### config.mk
export PLATFORM = sky130hd
export DESIGN_NAME = uf_out
export DESIGN_NICKNAME = d
export VERILOG_FILES = /design/src/hdl/uf_pkg.sv /design/src/hdl/uf_out.sv
export SDC_FILE = /design/constraint.sdc
export NUM_CORES = 1
export LEC_CHECK = 0
export BUFFER_PORTS_ARGS = -buffer_cell sky130_fd_sc_hd__buf_2
export CORE_UTILIZATION = 30
export DETAILED_ROUTE_END_ITERATION = 10
export PLACE_DENSITY = 0.66
export SLEW_MARGIN = 20
export SYNTH_ARGS = -nofsm -noshare
export SYNTH_HDL_FRONTEND = slang
export SYNTH_SLANG_ARGS = --single-unit
### constraint.sdc
create_clock -name clk -period 0.85 [get_ports clk]
set_input_delay 0.17 -clock clk [delete_from_list [all_inputs] [get_ports clk]]
set_output_delay 0.17 -clock clk [all_outputs]
set_load 0.01 [all_outputs]
### src/hdl/uf_pkg.sv
// ----------------------------------------------------------------------------
// uf_pkg
// Shared types and constants of the disjoint-set engine.
// ----------------------------------------------------------------------------
package uf_pkg;

	localparam int IDX_W     = 10;
	localparam int RANK_W    = 4;
	localparam int ACT_W     = 2;
	localparam int MAX_DEPTH = 1 << IDX_W;
	localparam int NUM_ELEMENTS_DEF = 1024;

	localparam logic [RANK_W-1:0] RANK_MAX = 4'd15;

	localparam logic [ACT_W-1:0] ACT_MAKE  = 2'd0;
	localparam logic [ACT_W-1:0] ACT_FIND  = 2'd1;
	localparam logic [ACT_W-1:0] ACT_UNION = 2'd2;

	typedef enum logic [2:0] {
		ST_CLEAR,
		ST_IDLE,
		ST_WALK,
		ST_COMPRESS,
		ST_LOAD_B,
		ST_MERGE,
		ST_DONE
	} state_t;

	// write requests to the parent and rank tables
	typedef struct packed {
		logic              pe;
		logic [IDX_W-1:0]  pa;
		logic [IDX_W-1:0]  pd;
		logic              re;
		logic [IDX_W-1:0]  ra;
		logic [RANK_W-1:0] rd;
	} tbl_wr_t;

	typedef struct packed {
		logic [IDX_W-1:0] root;
		logic             merged;
	} res_t;

endpackage

### src/hdl/uf_out.sv
// ----------------------------------------------------------------------------
// uf_out
// Output register between the sequencer and the result stream.
// ----------------------------------------------------------------------------
module uf_out (
	input  logic                 clk,
	input  logic                 arst_n,
	input  logic                 res_valid,
	output logic                 res_ready,
	input  uf_pkg::res_t         res,
	output logic                 m_tvalid,
	input  logic                 m_tready,
	output logic [15:0]          m_tdata
);

	logic         vld_q;
	uf_pkg::res_t out_q;

	assign res_ready = !vld_q || m_tready;

	always_ff @(posedge clk or negedge arst_n) begin
		if (!arst_n) begin
			vld_q <= 1'b0;
		end else if (res_ready) begin
			vld_q <= res_valid;
		end
	end

	always_ff @(posedge clk) begin
		if (res_ready && res_valid) begin
			out_q <= res;
		end
	end

	assign m_tvalid = vld_q;
	assign m_tdata  = {5'd0, out_q.merged, out_q.root};

endmodule

==> flow_summary.json <==
{
  "cts_made_buffers": 3,
  "skew_ns": 0.00515,
  "post_dp_cell_area_um2": 564,
  "clockBufferDepth": 2,
  "synth_edf_count": 11,
  "topRoutingLayerUsed": "met4",
  "fin_crit_sh_pct": 129,
  "synth_top_area_share_pct": 77.6,
  "die_area_um2": 1570,
  "cts_sinks": 12,
  "synth_area_leader_cell": "edfxtp_1",
  "cts_tree": "built",
  "pin_count": 33,
  "drt-initial-drc-count": 0,
  "fin_crit_ns": 1.10,
  "vias": 270,
  "maxCapViolCount": 0,
  "ys_warn_count": 0,
  "synthArstFlopShare_pct": 8.33,
  "synthesis.area_um2": 425,
  "port-buffer-count": 27,
  "cp.required_ns": 0.68,
  "design_area_um2": 618,
  "ir_worst_vdd_mv": 1.01,
  "min_path_type": "in2reg",
  "yosysSeqAreaShare_pct": 83.5,
  "synth_most_common_cell": "edfxtp_1",
  "grt_pass1_wl_um": 786,
  "rsz0062_at_grt": "true",
  "cts-root-buf": "clkbuf_4",
  "synth_common_cells": "edfxtp_1 (11), buf_4 (5)",
  "place_hpwl_um": 474,
  "fin_util_pct": 46.9,
  "wl_um": 633,
  "crit_top_cell": "buf_6",
  "crit_family": "flip-flops",
  "final_antenna_net_count": 0,
  "grt_max_degree": 12,
  "arrival_ns": 0.93,
  "p_leak_nw": 0.285,
  "final_nets": 70,
  "synthFlopType": "edfxtp_1",
  "hold_viol_final": 0,
  "gp_congestion": 0.618,
  "clk_latency_ns": 0.26,
  "die_w_um": 39.7,
  "start_kind": "register",
  "wl_met3_um": 68,
  "via_per_inst": 3.91,
  "wl_met1_um": 212,
  "initial_core_util_pct": 32.3,
  "grt.total_usage_pct": 8.47,
  "synth_cell_types": 7,
  "wl_met2_um": 340,
  "critPathMaxStageDelay_ns": 0.39,
  "critical_path_class": "reg2out",
  "area.growth.synth_to_final_pct": 45.3,
  "worstPathMaxFanout": 2,
  "drv_slew": 0,
  "fin_cells": 69,
  "synth_seq_cells": 12,
  "wl_per_cell_um": 9.17,
  "final.fill_count": 114,
  "dr.pass1.iters": 1,
  "dieHeight_um": 39.7,
  "syn_avg_cell_area_um2": 20.3,
  "violations": "setup timing",
  "grt_pass1_vias": 217,
  "dp.cells": 63,
  "worst_path_max_delay_cell": "dfrtp_1",
  "drc_errors": 0,
  "final.setup.worst_slack_ns": -0.251,
  "setup_viol": 24,
  "antenna_cells": 0,
  "p_per_area_nw_per_um2": 1890,
  "critPathCaptureType": "output port",
  "design_power_total_w": 0.00117,
  "fmax_ghz": 0.909,
  "rows": 13,
  "htree_levels": 1,
  "run_status": "finished with violations",
  "core_um2": 1320,
  "clkTransAtPathRegs_ns": 0.07,
  "hold_ws_ns": 0.0794,
  "antenna_found_initial": 0,
  "drive_above_1_share_pct": 63.0,
  "synthCells": 21,
  "cp_cell_sequence": "nand2b_4, buf_6, buf_6",
  "path_buf_inv": 2,
  "grt_overflow_total": 0,
  "synth_area_leaders": "edfxtp_1 (78%), buf_4 (8.8%), dfrtp_1 (5.9%), nand2b_4 (3.2%), and2_4 (2.1%)"
}
==> cell usage in the layout, fill, tap and decap left out <==
cell,instances
clkbuf_4,3
buf_4,1
conb_1,5
nand2b_1,1
and2_4,1
buf_6,2
clkbuf_1,1
buf_2,26
edfxtp_1,11
nand2b_4,1
dlygate4sd3_1,1
dfrtp_1,1
==> registers in the layout, summed over array words and instances, names as in the netlist <==
signal / cells
m_tvalid: 1
m_tdata: 11
==> kinds of logic after synthesis <==
group                  Yosys count  synth area share (%)
buffers and inverters            5                  8.82
AND/OR/NAND/NOR                  3                  6.77
flip-flops                      12                  83.5
other                            1                 0.882
==> metal layers <==
metal  vias up  GRT usage, %
li1        129             -
met1       120          7.41
met2        19          13.9
met3         2          3.98
met4         0          7.76
met5         -             0
==> final timing paths <==
kind / startpoint / to / cells past startpoint / slack [ns]
max: m_tvalid / res_ready / 3 / -0.25
min: res[2] / m_tdata[1] / 1 / 0.08
max in group asynchronous: arst_n / m_tvalid / 2 / 0.55
min in group asynchronous: arst_n / m_tvalid / 2 / 0.22
min reg2reg: m_tvalid / m_tvalid / 4 / 0.75
max reg2reg: m_tvalid / m_tdata[4] / 2 / -0.15
==> through the flow <==
| step | setup TNS, ns | setup WS (ns) |
|---|---|---|
| 2_1_floorplan | -1.99 | -0.181 |
| 3_3_place_gp | -1.38 | -0.125 |
| 3_5_place_dp | -1.56 | -0.141 |
| 4_1_cts | -3.16 | -0.262 |
| 5_1_grt | -3.86 | -0.304 |
| 6_report | -2.88 | -0.251 |
==> power breakdown <==
group | switching, W | total (W) | internal [W]
Clock | 0.000156 | 0.000337 | 0.000181
Combinational | 0.0000667 | 0.000137 | 0.0000706
Sequential | 0.00000953 | 0.000693 | 0.000684
Total | 0.000232 | 0.00117 | 0.000935
==> final cells by class <==
cell class                      instances  area, um2  share of cell area [%]
Sequential cell                        12        355                    57.5
Timing Repair Buffer                   30        170                    27.5
Multi-Input combinational cell          8       47.5                    7.69
Clock buffer                            4       26.3                    4.25
Tap cell                               15       18.8                    3.04
==> what timing repair did <==
item / CTS / global route
endpoints found under the hold margin: 1 / 0
gates resized for setup: 2 / 0
hold buffers: 1 / 0
buffers inserted: 1 / 0
pin swaps: 1 / 1
endpoints found under the setup margin: 24 / 25
Note: power is estimated with default switching activity, not from simulation.
