==> config.mk <==
export PLATFORM = sky130hd
export DESIGN_NAME = uf_ctrl
export DESIGN_NICKNAME = d
export VERILOG_FILES = /design/src/hdl/uf_pkg.sv /design/src/hdl/uf_ctrl.sv
export SDC_FILE = /design/constraint.sdc
export NUM_CORES = 1
export LEC_CHECK = 0
export BUFFER_PORTS_ARGS = -buffer_cell sky130_fd_sc_hd__buf_2
export CORE_UTILIZATION = 51
export DETAILED_ROUTE_END_ITERATION = 6
export MAX_ROUTING_LAYER = met4
export PLACE_DENSITY = 0.74
export SLEW_MARGIN = 20
export SYNTH_ARGS = -nofsm -noshare
export SYNTH_HDL_FRONTEND = slang
export SYNTH_SLANG_ARGS = --single-unit
==> constraint.sdc <==
create_clock -name clk -period 2.7 [get_ports clk]
set_clock_uncertainty 0.15 [all_clocks]
set_input_delay 0.135 -clock clk [delete_from_list [all_inputs] [get_ports clk]]
set_output_delay 0.135 -clock clk [all_outputs]
set_load 0.005 [all_outputs]
==> src/hdl/uf_pkg.sv <==
// ----------------------------------------------------------------------------
// uf_pkg
// Shared types and constants of the disjoint-set engine.
// ----------------------------------------------------------------------------
package uf_pkg;

	localparam int IDX_W     = 10;
	localparam int RANK_W    = 4;
	localparam int ACT_W     = 2;
	localparam int MAX_DEPTH = 1 << IDX_W;
	localparam int NUM_ELEMENTS_DEF = 1024;

	localparam logic [RANK_W-1:0] RANK_MAX = 4'd15;

	localparam logic [ACT_W-1:0] ACT_MAKE  = 2'd0;
	localparam logic [ACT_W-1:0] ACT_FIND  = 2'd1;
	localparam logic [ACT_W-1:0] ACT_UNION = 2'd2;

	typedef enum logic [2:0] {
		ST_CLEAR,
		ST_IDLE,
		ST_WALK,
		ST_COMPRESS,
		ST_LOAD_B,
		ST_MERGE,
		ST_DONE
	} state_t;

	// write requests to the parent and rank tables
	typedef struct packed {
		logic              pe;
		logic [IDX_W-1:0]  pa;
		logic [IDX_W-1:0]  pd;
		logic              re;
		logic [IDX_W-1:0]  ra;
		logic [RANK_W-1:0] rd;
	} tbl_wr_t;

	typedef struct packed {
		logic [IDX_W-1:0] root;
		logic             merged;
	} res_t;

endpackage

==> src/hdl/uf_ctrl.sv <==
// ----------------------------------------------------------------------------
// uf_ctrl
// Sequencer: clearing pass, root walks, path compression and merge.
// ----------------------------------------------------------------------------
module uf_ctrl #(
	parameter int NUM_ELEMENTS = uf_pkg::NUM_ELEMENTS_DEF
) (
	input  logic                        clk,
	input  logic                        arst_n,
	input  logic                        in_valid,
	output logic                        in_ready,
	input  logic [uf_pkg::ACT_W-1:0]    in_action,
	input  logic [uf_pkg::IDX_W-1:0]    in_elem_a,
	input  logic [uf_pkg::IDX_W-1:0]    in_elem_b,
	output uf_pkg::tbl_wr_t             wr,
	output logic [uf_pkg::IDX_W-1:0]    rd_addr,
	input  logic [uf_pkg::IDX_W-1:0]    rd_parent,
	input  logic [uf_pkg::RANK_W-1:0]   rd_rank,
	output logic                        res_valid,
	input  logic                        res_ready,
	output uf_pkg::res_t                res
);

	localparam int DEPTH = (NUM_ELEMENTS < uf_pkg::MAX_DEPTH) ? NUM_ELEMENTS
		: uf_pkg::MAX_DEPTH;
	localparam logic [uf_pkg::IDX_W-1:0] LAST = uf_pkg::IDX_W'(DEPTH - 1);
	localparam logic [16:0] N_L = 17'(NUM_ELEMENTS);

	uf_pkg::state_t state_q, state_d;
	logic [uf_pkg::IDX_W-1:0]  clr_q, clr_d;

	logic [uf_pkg::IDX_W-1:0]  cur_q, cur_d;
	logic [uf_pkg::IDX_W-1:0]  start_q, start_d;
	logic [uf_pkg::IDX_W-1:0]  top_q, top_d;
	logic [uf_pkg::RANK_W-1:0] rkt_q, rkt_d;
	logic [uf_pkg::IDX_W-1:0]  ra_q, ra_d;
	logic [uf_pkg::RANK_W-1:0] rka_q, rka_d;
	logic [uf_pkg::IDX_W-1:0]  eb_q, eb_d;
	logic                      union_q, union_d;
	logic                      second_q, second_d;
	uf_pkg::res_t              res_q, res_d;

	logic                      fin;
	logic [uf_pkg::IDX_W-1:0]  f_root;
	logic [uf_pkg::RANK_W-1:0] f_rank;
	logic                      oor;

	assign oor = ({7'd0, in_elem_a} >= N_L) ||
		((in_action == uf_pkg::ACT_UNION) && ({7'd0, in_elem_b} >= N_L));

	always_ff @(posedge clk or negedge arst_n) begin
		if (!arst_n) begin
			state_q <= uf_pkg::ST_CLEAR;
			clr_q   <= '0;
		end else begin
			state_q <= state_d;
			clr_q   <= clr_d;
		end
	end

	always_ff @(posedge clk) begin
		cur_q    <= cur_d;
		start_q  <= start_d;
		top_q    <= top_d;
		rkt_q    <= rkt_d;
		ra_q     <= ra_d;
		rka_q    <= rka_d;
		eb_q     <= eb_d;
		union_q  <= union_d;
		second_q <= second_d;
		res_q    <= res_d;
	end

	always_comb begin
		state_d  = state_q;
		clr_d    = clr_q;
		cur_d    = cur_q;
		start_d  = start_q;
		top_d    = top_q;
		rkt_d    = rkt_q;
		ra_d     = ra_q;
		rka_d    = rka_q;
		eb_d     = eb_q;
		union_d  = union_q;
		second_d = second_q;
		res_d    = res_q;
		wr       = '0;
		rd_addr  = cur_q;
		in_ready = 1'b0;
		res_valid = 1'b0;
		fin      = 1'b0;
		f_root   = top_q;
		f_rank   = rkt_q;

		case (state_q)
			uf_pkg::ST_CLEAR: begin
				wr.pe = 1'b1;
				wr.pa = clr_q;
				wr.pd = clr_q;
				wr.re = 1'b1;
				wr.ra = clr_q;
				wr.rd = '0;
				if (clr_q == LAST) begin
					state_d = uf_pkg::ST_IDLE;
				end else begin
					clr_d = clr_q + 1'b1;
				end
			end
			uf_pkg::ST_IDLE: begin
				in_ready = 1'b1;
				rd_addr  = in_elem_a;
				if (in_valid) begin
					res_d.merged = 1'b0;
					res_d.root   = in_elem_a;
					if (in_action != uf_pkg::ACT_MAKE && in_action != uf_pkg::ACT_FIND &&
						in_action != uf_pkg::ACT_UNION) begin
						res_d.root = '0;
						state_d    = uf_pkg::ST_DONE;
					end else if (oor) begin
						state_d = uf_pkg::ST_DONE;
					end else if (in_action == uf_pkg::ACT_MAKE) begin
						wr.pe = 1'b1;
						wr.pa = in_elem_a;
						wr.pd = in_elem_a;
						wr.re = 1'b1;
						wr.ra = in_elem_a;
						wr.rd = '0;
						state_d = uf_pkg::ST_DONE;
					end else begin
						cur_d    = in_elem_a;
						start_d  = in_elem_a;
						eb_d     = in_elem_b;
						union_d  = (in_action == uf_pkg::ACT_UNION);
						second_d = 1'b0;
						state_d  = uf_pkg::ST_WALK;
					end
				end
			end
			uf_pkg::ST_WALK: begin
				if (rd_parent == cur_q) begin
					if (start_q == cur_q) begin
						fin    = 1'b1;
						f_root = cur_q;
						f_rank = rd_rank;
					end else begin
						top_d   = cur_q;
						rkt_d   = rd_rank;
						rd_addr = start_q;
						cur_d   = start_q;
						state_d = uf_pkg::ST_COMPRESS;
					end
				end else begin
					rd_addr = rd_parent;
					cur_d   = rd_parent;
				end
			end
			uf_pkg::ST_COMPRESS: begin
				// cur_q is never the root here, and the read goes one link ahead
				wr.pe = 1'b1;
				wr.pa = cur_q;
				wr.pd = top_q;
				if (rd_parent == top_q) begin
					fin = 1'b1;
				end else begin
					rd_addr = rd_parent;
					cur_d   = rd_parent;
				end
			end
			uf_pkg::ST_LOAD_B: begin
				// gap state so the last compression write has landed before eb is read
				rd_addr  = eb_q;
				cur_d    = eb_q;
				start_d  = eb_q;
				second_d = 1'b1;
				state_d  = uf_pkg::ST_WALK;
			end
			uf_pkg::ST_MERGE: begin
				state_d = uf_pkg::ST_DONE;
				if (ra_q == top_q) begin
					res_d.root   = ra_q;
					res_d.merged = 1'b0;
				end else if (rka_q < rkt_q) begin
					wr.pe = 1'b1;
					wr.pa = ra_q;
					wr.pd = top_q;
					res_d.root   = top_q;
					res_d.merged = 1'b1;
				end else begin
					wr.pe = 1'b1;
					wr.pa = top_q;
					wr.pd = ra_q;
					if (rka_q == rkt_q && rka_q != uf_pkg::RANK_MAX) begin
						wr.re = 1'b1;
						wr.ra = ra_q;
						wr.rd = uf_pkg::RANK_W'(rka_q + 1'b1);
					end
					res_d.root   = ra_q;
					res_d.merged = 1'b1;
				end
			end
			uf_pkg::ST_DONE: begin
				res_valid = 1'b1;
				if (res_ready) begin
					state_d = uf_pkg::ST_IDLE;
				end
			end
			default: begin
				state_d = uf_pkg::ST_IDLE;
			end
		endcase

		if (fin) begin
			top_d = f_root;
			rkt_d = f_rank;
			if (!union_q) begin
				res_d.root   = f_root;
				res_d.merged = 1'b0;
				state_d      = uf_pkg::ST_DONE;
			end else if (!second_q) begin
				ra_d    = f_root;
				rka_d   = f_rank;
				state_d = uf_pkg::ST_LOAD_B;
			end else begin
				state_d = uf_pkg::ST_MERGE;
			end
		end
	end

	assign res = res_q;

endmodule

==> results of run 1 <==
==> cell type report <==
cell class                 instances  area (sq um)
clock inverter                     7           115
sequential                        84          2350
tap                              136           170
inverter                          41           154
multi-input combinational        423          3050
fill                             790          3290
clock buffer                       9           124
timing repair buffer             180          1260
==> stage by stage <==
step,power (mW),instance area [sq um],TNS (ns),hold WS (ns)
2_1_floorplan,2.13,5610,0,-0.311
4_1_cts,3.75,6980,-0.0972,0.00210
6_report,3.89,7220,-0.384,0.00905
3_3_place_gp,2.51,6290,0,-0.119
5_1_grt,4.02,7220,-2.48,0.0151
3_5_place_dp,2.53,6290,0,-0.100
==> registers in the layout, indices dropped and copies added (netlist names) <==
name / flops
eb_q: 10
union_q: 1
rkt_q: 4
res: 11
ra_q: 10
cur_q: 10
state_q: 3
rka_q: 4
second_q: 1
clr_q: 10
top_q: 10
start_q: 10
==> worst min-delay path by stage <==
stage,start,to,cells after the start
after floorplan,arst_n,clr_q[0]$_DFFE_PN0P_,0
after global placement,arst_n,state_q[2]$_DFFE_PN0P_,1
after detailed placement,arst_n,state_q[2]$_DFFE_PN0P_,1
after CTS,rd_parent[7],cur_q[7]$_DFFE_PP_,3
after global routing,rd_parent[7],cur_q[7]$_DFFE_PP_,3
final,rd_parent[7],cur_q[7]$_DFFE_PP_,3
==> power by group through the flow <==
stage	combinational, mW	clock (mW)	sequential, mW
floorplan	0.571	0	1.56
global placement	0.920	0	1.59
detailed placement	0.932	0	1.60
CTS	1.08	1.11	1.56
global route	1.30	1.15	1.58
finish	1.21	1.11	1.57
==> layer usage <==
metal	vias to the layer above	wire (um)	global-route usage
met3	46	1790	0.0340
met5	-	0	-
met4	0	513	0.127
li1	2438	-	-
met2	400	8470	0.489
met1	2515	6980	0.407
==> worst max-delay path, cell delays in order, from the launching register on <==
cell,delay (ns)
edfxtp_1,0.41
inv_2,0.10
ha_4,0.20
nor2b_4,0.11
o21a_1,0.19
o21a_4,0.23
nor2_4,0.16
clkbuf_16,0.19
mux2i_4,0.23
o221ai_2,0.13
buf_2,0.17
==> cell usage after synthesis, drive strengths merged <==
master    n
nand2   100
edfxtp   60
o21ai    49
inv      41
nand3    35
xnor2    35
buf      21
nor2     21
o221ai   20
clkbuf   19
a22oi    18
xor2     16
a21oi    15
mux2     15
dfrtp    13
dfxtp    11
mux2i    11
a222oi   10
a22o      9
ha        9
nor4      8
nand4     7
nor3      7
nand2b    5
and3      4
o211ai    4
a221o     3
a211o     2
a31oi     2
and2      2
nor2b     2
nor3b     2
o21a      2
or2       2
a221oi    1
a31o      1
and3b     1
nand3b    1
o22ai     1
o31ai     1
o32ai     1
or4       1
==> cell families after synthesis <==
group / after synthesis
buf+inv: 81
compound gates: 139
fa+ha+maj: 9
xor+xnor: 51
mux: 26
simple gates: 198
flops: 84
==> timing repair <==
action | 4_1_cts | 5_1_grt
hold endpoints to repair | 39 | 0
buffers inserted | 17 | 8
pin swaps | 9 | 14
cloned | 0 | 3
hold buffers | 25 | 0
setup endpoints to repair | 39 | 40
resized for setup | 9 | 28
==> metrics, run 1 <==
Worst setup EP type=output port; Psw=1.24 mW; nets=788; FF-to-FF Start=top_q[8]$_DFFE_PP_; Longest Clk Path Bufs=2; gr ovfl total=0; Fin. Hold Viols=0; WP data required=2.41 ns; Worst Path Max Fanout=5; DIE AREA=11400 sq um; Routed wire per std cell=20.2 um; final core occ=0.687; CTS Buf Count=9; Min-Delay Path Class=input port to register; Yosys top cell by area=edfxtp_1; initial drt markers=595; largest net degree at the start of global routing=24; Crit Path Category=register to output port; number of diodes=0; final slew viol count=0; first-pass GRT wire length=26100 um; internal power=2.65 mW; CP startpoint=rkt_q[1]$_DFFE_PP_; leading cell types in the layout, fill and taps excluded=buf_2, nand2_1, edfxtp_1, buf_4, o21ai_0; clk root buf=clkbuf_8; part of the power in registers=0.403; setup ws final=-0.0829 ns; vias in the first global route=4966; switching portion of total power=0.318; compound-gate portion of the synthesized area=0.192; RSZ-0062 raised after global routing=yes; clock sink count=84; Power Density=539 nW/um^2; R2R Setup Slk=-0.05 ns; FMAX=359 MHz; Total Routed Length=17800 um; Total Routing Usage GR=0.309; fraction of layout cells with a size suffix above 1=0.310; clock transition at the registers of the reported paths=0.09 ns; Synth Area in XOR/XNOR=0.0797; Synth Register Bits=84; CTS HTree Levels=3; worst-skew pair later-pin latency=0.37 ns; Final Wtd Congestion=0.909; placed wire-length estimate=12400 um; DR vias/cell=6.14; status=finished with violations; Vias=5399; leakage=3.07 nW; clock share of power=0.285; synthesized area=5610 sq um; initial antenna violation count=0; initial core utilization=0.533; chip height=107 um; cells after synthesis=588; DRC violations left=1; commonest non-fill, non-tap cell in the layout=buf_2; CTS tree=yes; startpoint class of the critical path=register; Final Setup Violations=11; failing checks=DRC, setup timing; Core Region=10500 sq um; R2R depth=7; WP data arrival=2.50 ns; Pre-Repair DR Iteration Count=7; Combinational Power Share=0.312; post-synthesis area per instance=9.53 sq um; top cells by area, synth=edfxtp_1, nand2_1, dfrtp_1; Final period util=1.03; Area Overhead vs Synth=28.8%; fin crit period=2.78 ns; I/O Buffers=98; Placed Cells incl. Taps=811; Worst Setup EP=wr[26]; r2r endpoint=cur_q[3]$_DFFE_PP_; count of different cell masters after synthesis=60; max_slew headroom=0.551; worst slack, placed=0.108 ns; mux contribution to synthesized area=0.0498; largest family of logic cells by synthesized area=compound AO/OA/AOI/OAI gates; I/O Pins=99; YS warnings=0; Die Span X=107 um; syn_nets=637; peak supply drop=306 uV; Finished Layout Cells=880; Worst-Margin Slew=0.673 ns; post-detailed-route count of antenna-violating nets=0; MaxCap Viol Count=0; Synth Area in Adders=0.0201; Post-Synth Simple-Gate Area=0.171; # rows=37; Yosys top cell area share=0.321; sequential share of the synthesized area=0.419
(Power assumes the default switching activity.)
==> run 2: changes to the inputs <==
--- a/config.mk
+++ b/config.mk
@@ -7,6 +7,7 @@
 export LEC_CHECK = 0
 export BUFFER_PORTS_ARGS = -buffer_cell sky130_fd_sc_hd__buf_2
 export CORE_UTILIZATION = 51
+export CTS_BUF_LIST = sky130_fd_sc_hd__clkbuf_16
 export DETAILED_ROUTE_END_ITERATION = 6
 export MAX_ROUTING_LAYER = met4
 export PLACE_DENSITY = 0.74
==> run 2 against run 1 <==
The flow finishes with violations (setup timing). Core utilization decreased by 0.87 points. Die area unchanged. Fmax increased by 0.29%. First-iteration DRC count is 8.1% lower. Critical path depth shrank 1. Cell count down 1.6%. Routed wire length is 2.2% lower. Setup slack gained 0.0082 ns.
==> metrics, run 2 (synthesis gave the netlist of run 1 again) <==
status=finished with violations (unchanged); failing checks=setup timing (was DRC, setup timing); slowest stage cell, crit path=edfxtp_1 (unchanged); clock sink count=84 (unchanged); setup TNS=-0.169 ns (was -0.384 ns); peak supply drop=360 uV (was 306 uV); I/O Pins=99 (unchanged); initial antenna violation count=0 (unchanged); final slew viol count=0 (unchanged); final core occ=0.678 (was 0.687); MaxCap Viol Count=0 (unchanged); crit-path cells=ha_4, nor2b_4, o21a_1, o21a_4, nor2_4, clkbuf_16, mux2i_4, o221ai_2, buf_2 (was inv_2, ha_4, nor2b_4, o21a_1, o21a_4, nor2_4, clkbuf_16, mux2i_4, o221ai_2, buf_2); Final Setup Violations=5 (was 11); setup ws final=-0.0747 ns (was -0.0829 ns); R2R Setup Slk=0.22 ns (was -0.05 ns); commonest non-fill, non-tap cell in the layout=buf_2 (unchanged); max_slew headroom=0.559 (was 0.551); first-pass GRT wire length=26000 um (was 26100 um); gr ovfl total=0 (unchanged); Top Metal Used=met4 (unchanged); Routed met2 length=8210 um (was 8470 um); Post-Place Cell Area=6290 sq um (unchanged); worst stage delay on the critical path=0.44 ns (was 0.41 ns); DR vias/cell=6.17 (was 6.14); CTS HTree Levels=3 (unchanged); FF-to-FF Start=rka_q[1]$_DFFE_PP_ (was top_q[8]$_DFFE_PP_); fin crit period=2.77 ns (was 2.78 ns); fraction of layout cells with a size suffix above 1=0.305 (was 0.310); number of diodes=0 (unchanged); Worst setup EP type=output port (unchanged); worst-skew pair later-pin latency=0.34 ns (was 0.37 ns); wire length on met3=1760 um (was 1790 um); area of the multi-input gates=3010 sq um (was 3050 sq um); metal1 wirelength=6910 um (was 6980 um); Worst-Margin Slew=0.661 ns (was 0.673 ns); # rows=37 (unchanged); startpoint class of the critical path=register (unchanged); clk root buf=clkbuf_16 (was clkbuf_8); Core Region=10500 sq um (unchanged); vias in the first global route=4921 (was 4966); Power Density=576 nW/um^2 (was 539 nW/um^2); Crit Path Category=register to output port (unchanged); Worst Setup EP=wr[26] (unchanged); RSZ-0062 raised after global routing=yes (unchanged); Longest Clk Path Bufs=2 (unchanged); worst hold path depth=2 (was 3); WP data arrival=2.49 ns (was 2.50 ns); leakage=3.03 nW (was 3.07 nW); r2r endpoint=res[1]$_DFF_P_ (was cur_q[3]$_DFFE_PP_); Die Span X=107 um (unchanged); leading cell types in the layout, fill and taps excluded=buf_2, nand2_1, edfxtp_1, buf_4, o21ai_0 (unchanged); initial core utilization=0.533 (unchanged); post-detailed-route count of antenna-violating nets=0 (unchanged); # fillers=812 (was 790); Final Wtd Congestion=0.909 (unchanged); DRC violations left=0 (was 1); Fin. Hold Viols=0 (unchanged); Pre-Repair DR Iteration Count=5 (was 7); CTS tree=yes (unchanged); Area Overhead vs Synth=27.2% (was 28.8%); clock transition at the registers of the reported paths=0.06 ns (was 0.09 ns); R2R depth=7 (unchanged); I/O Buffers=98 (unchanged); Final period util=1.03 (about the same); initial drt markers=547 (was 595); Routed wire per std cell=20.1 um (was 20.2 um); CP startpoint=rka_q[1]$_DFFE_PP_ (was rkt_q[1]$_DFFE_PP_); WP data required=2.41 ns (about the same); largest net degree at the start of global routing=24 (unchanged); Worst Path Max Fanout=5 (unchanged); FF+latch area=2350 sq um (unchanged); Min-Delay Path Class=input port to register (unchanged); Total Routing Usage GR=0.308 (was 0.309); DIE AREA=11400 sq um (unchanged); nets=774 (was 788); final instance area=7130 sq um (was 7220 sq um); placed wire-length estimate=12400 um (unchanged); chip height=107 um (unchanged); Largest register FFs=11 (unchanged); CTS Buf Count=9 (unchanged); Vias=5344 (was 5399); worst slack, placed=0.108 ns (unchanged); FMAX=360 MHz (was 359 MHz); Total Routed Length=17400 um (was 17800 um)
==> run 2: cell count changes in the layout (fill, tap and decap cells not counted), moves of 3 or more <==
| cell | before | now |
|---|---|---|
| buf_4 | 42 | 45 |
| buf_6 | 8 | 1 |
| clkbuf_8 | 9 | 0 |
| dlygate4sd3_1 | 25 | 16 |
| clkbuf_16 | 1 | 10 |
==> run 2: worst min path at each step <==
| stage | start | endpoint | slack [ns] |
|---|---|---|---|
| global placement | arst_n | state_q[2]$_DFFE_PN0P_ | -0.12 |
| CTS | in_action[1] | union_q$_DFFE_PP_ | 0.003 |
| finish | in_action[1] | union_q$_DFFE_PP_ | 0.008 |
| floorplan | arst_n | clr_q[0]$_DFFE_PN0P_ | -0.31 |
| global route | rd_parent[3] | cur_q[3]$_DFFE_PP_ | 0.02 |
| detailed placement | arst_n | state_q[2]$_DFFE_PN0P_ | -0.10 |
==> run 2: metrics by stage <==
step | std cells | hold WS, ns | total power, mW
6_report | 866 | 0.00826 | 4.11
5_1_grt | 866 | 0.0249 | 4.26
4_1_cts | 857 | 0.00289 | 4.04
3_5_place_dp | 811 | -0.100 | 2.53
3_3_place_gp | 811 | -0.119 | 2.51
2_1_floorplan | 588 | -0.311 | 2.13
==> run 2: repair_timing <==
action	4_1_cts	5_1_grt
cloned	0	2
hold buffers	16	0
setup endpoints to repair	34	54
hold endpoints to repair	32	0
setup buffers	14	7
gates resized for setup	5	18
pin swaps	8	16
==> run 2: critical path, delay by kind of cell (launching register included) <==
| kind | cells | cell delay [ns] |
|---|---|---|
| simple gates | 2 | 0.28 |
| compound gates | 3 | 0.58 |
| buf+inv | 2 | 0.36 |
| flops | 1 | 0.44 |
| fa+ha+maj | 1 | 0.26 |
| mux | 1 | 0.24 |
==> run 2: per-layer routing <==
| layer | GRT usage | vias to the layer above |
|---|---|---|
| li1 | - | 2410 |
| met1 | 0.398 | 2549 |
| met2 | 0.488 | 346 |
| met3 | 0.0541 | 39 |
| met4 | 0.109 | 0 |
| met5 | - | - |
==> run 2: area by class of cell <==
cell class                 instances  share of cell area
clock buffer                       9              0.0316
clock inverter                     7              0.0161
inverter                          41              0.0216
multi-input combinational        423               0.422
sequential                        84               0.329
tap                              136              0.0239
timing repair buffer             166               0.156
==> run 2: where the power goes <==
group / switching, mW / leakage, nW / internal [mW]
clock network: 0.526 / 0.163 / 0.901
registers: 0.0947 / 0.815 / 1.47
logic: 0.607 / 2.05 / 0.506
total: 1.23 / 3.03 / 2.88
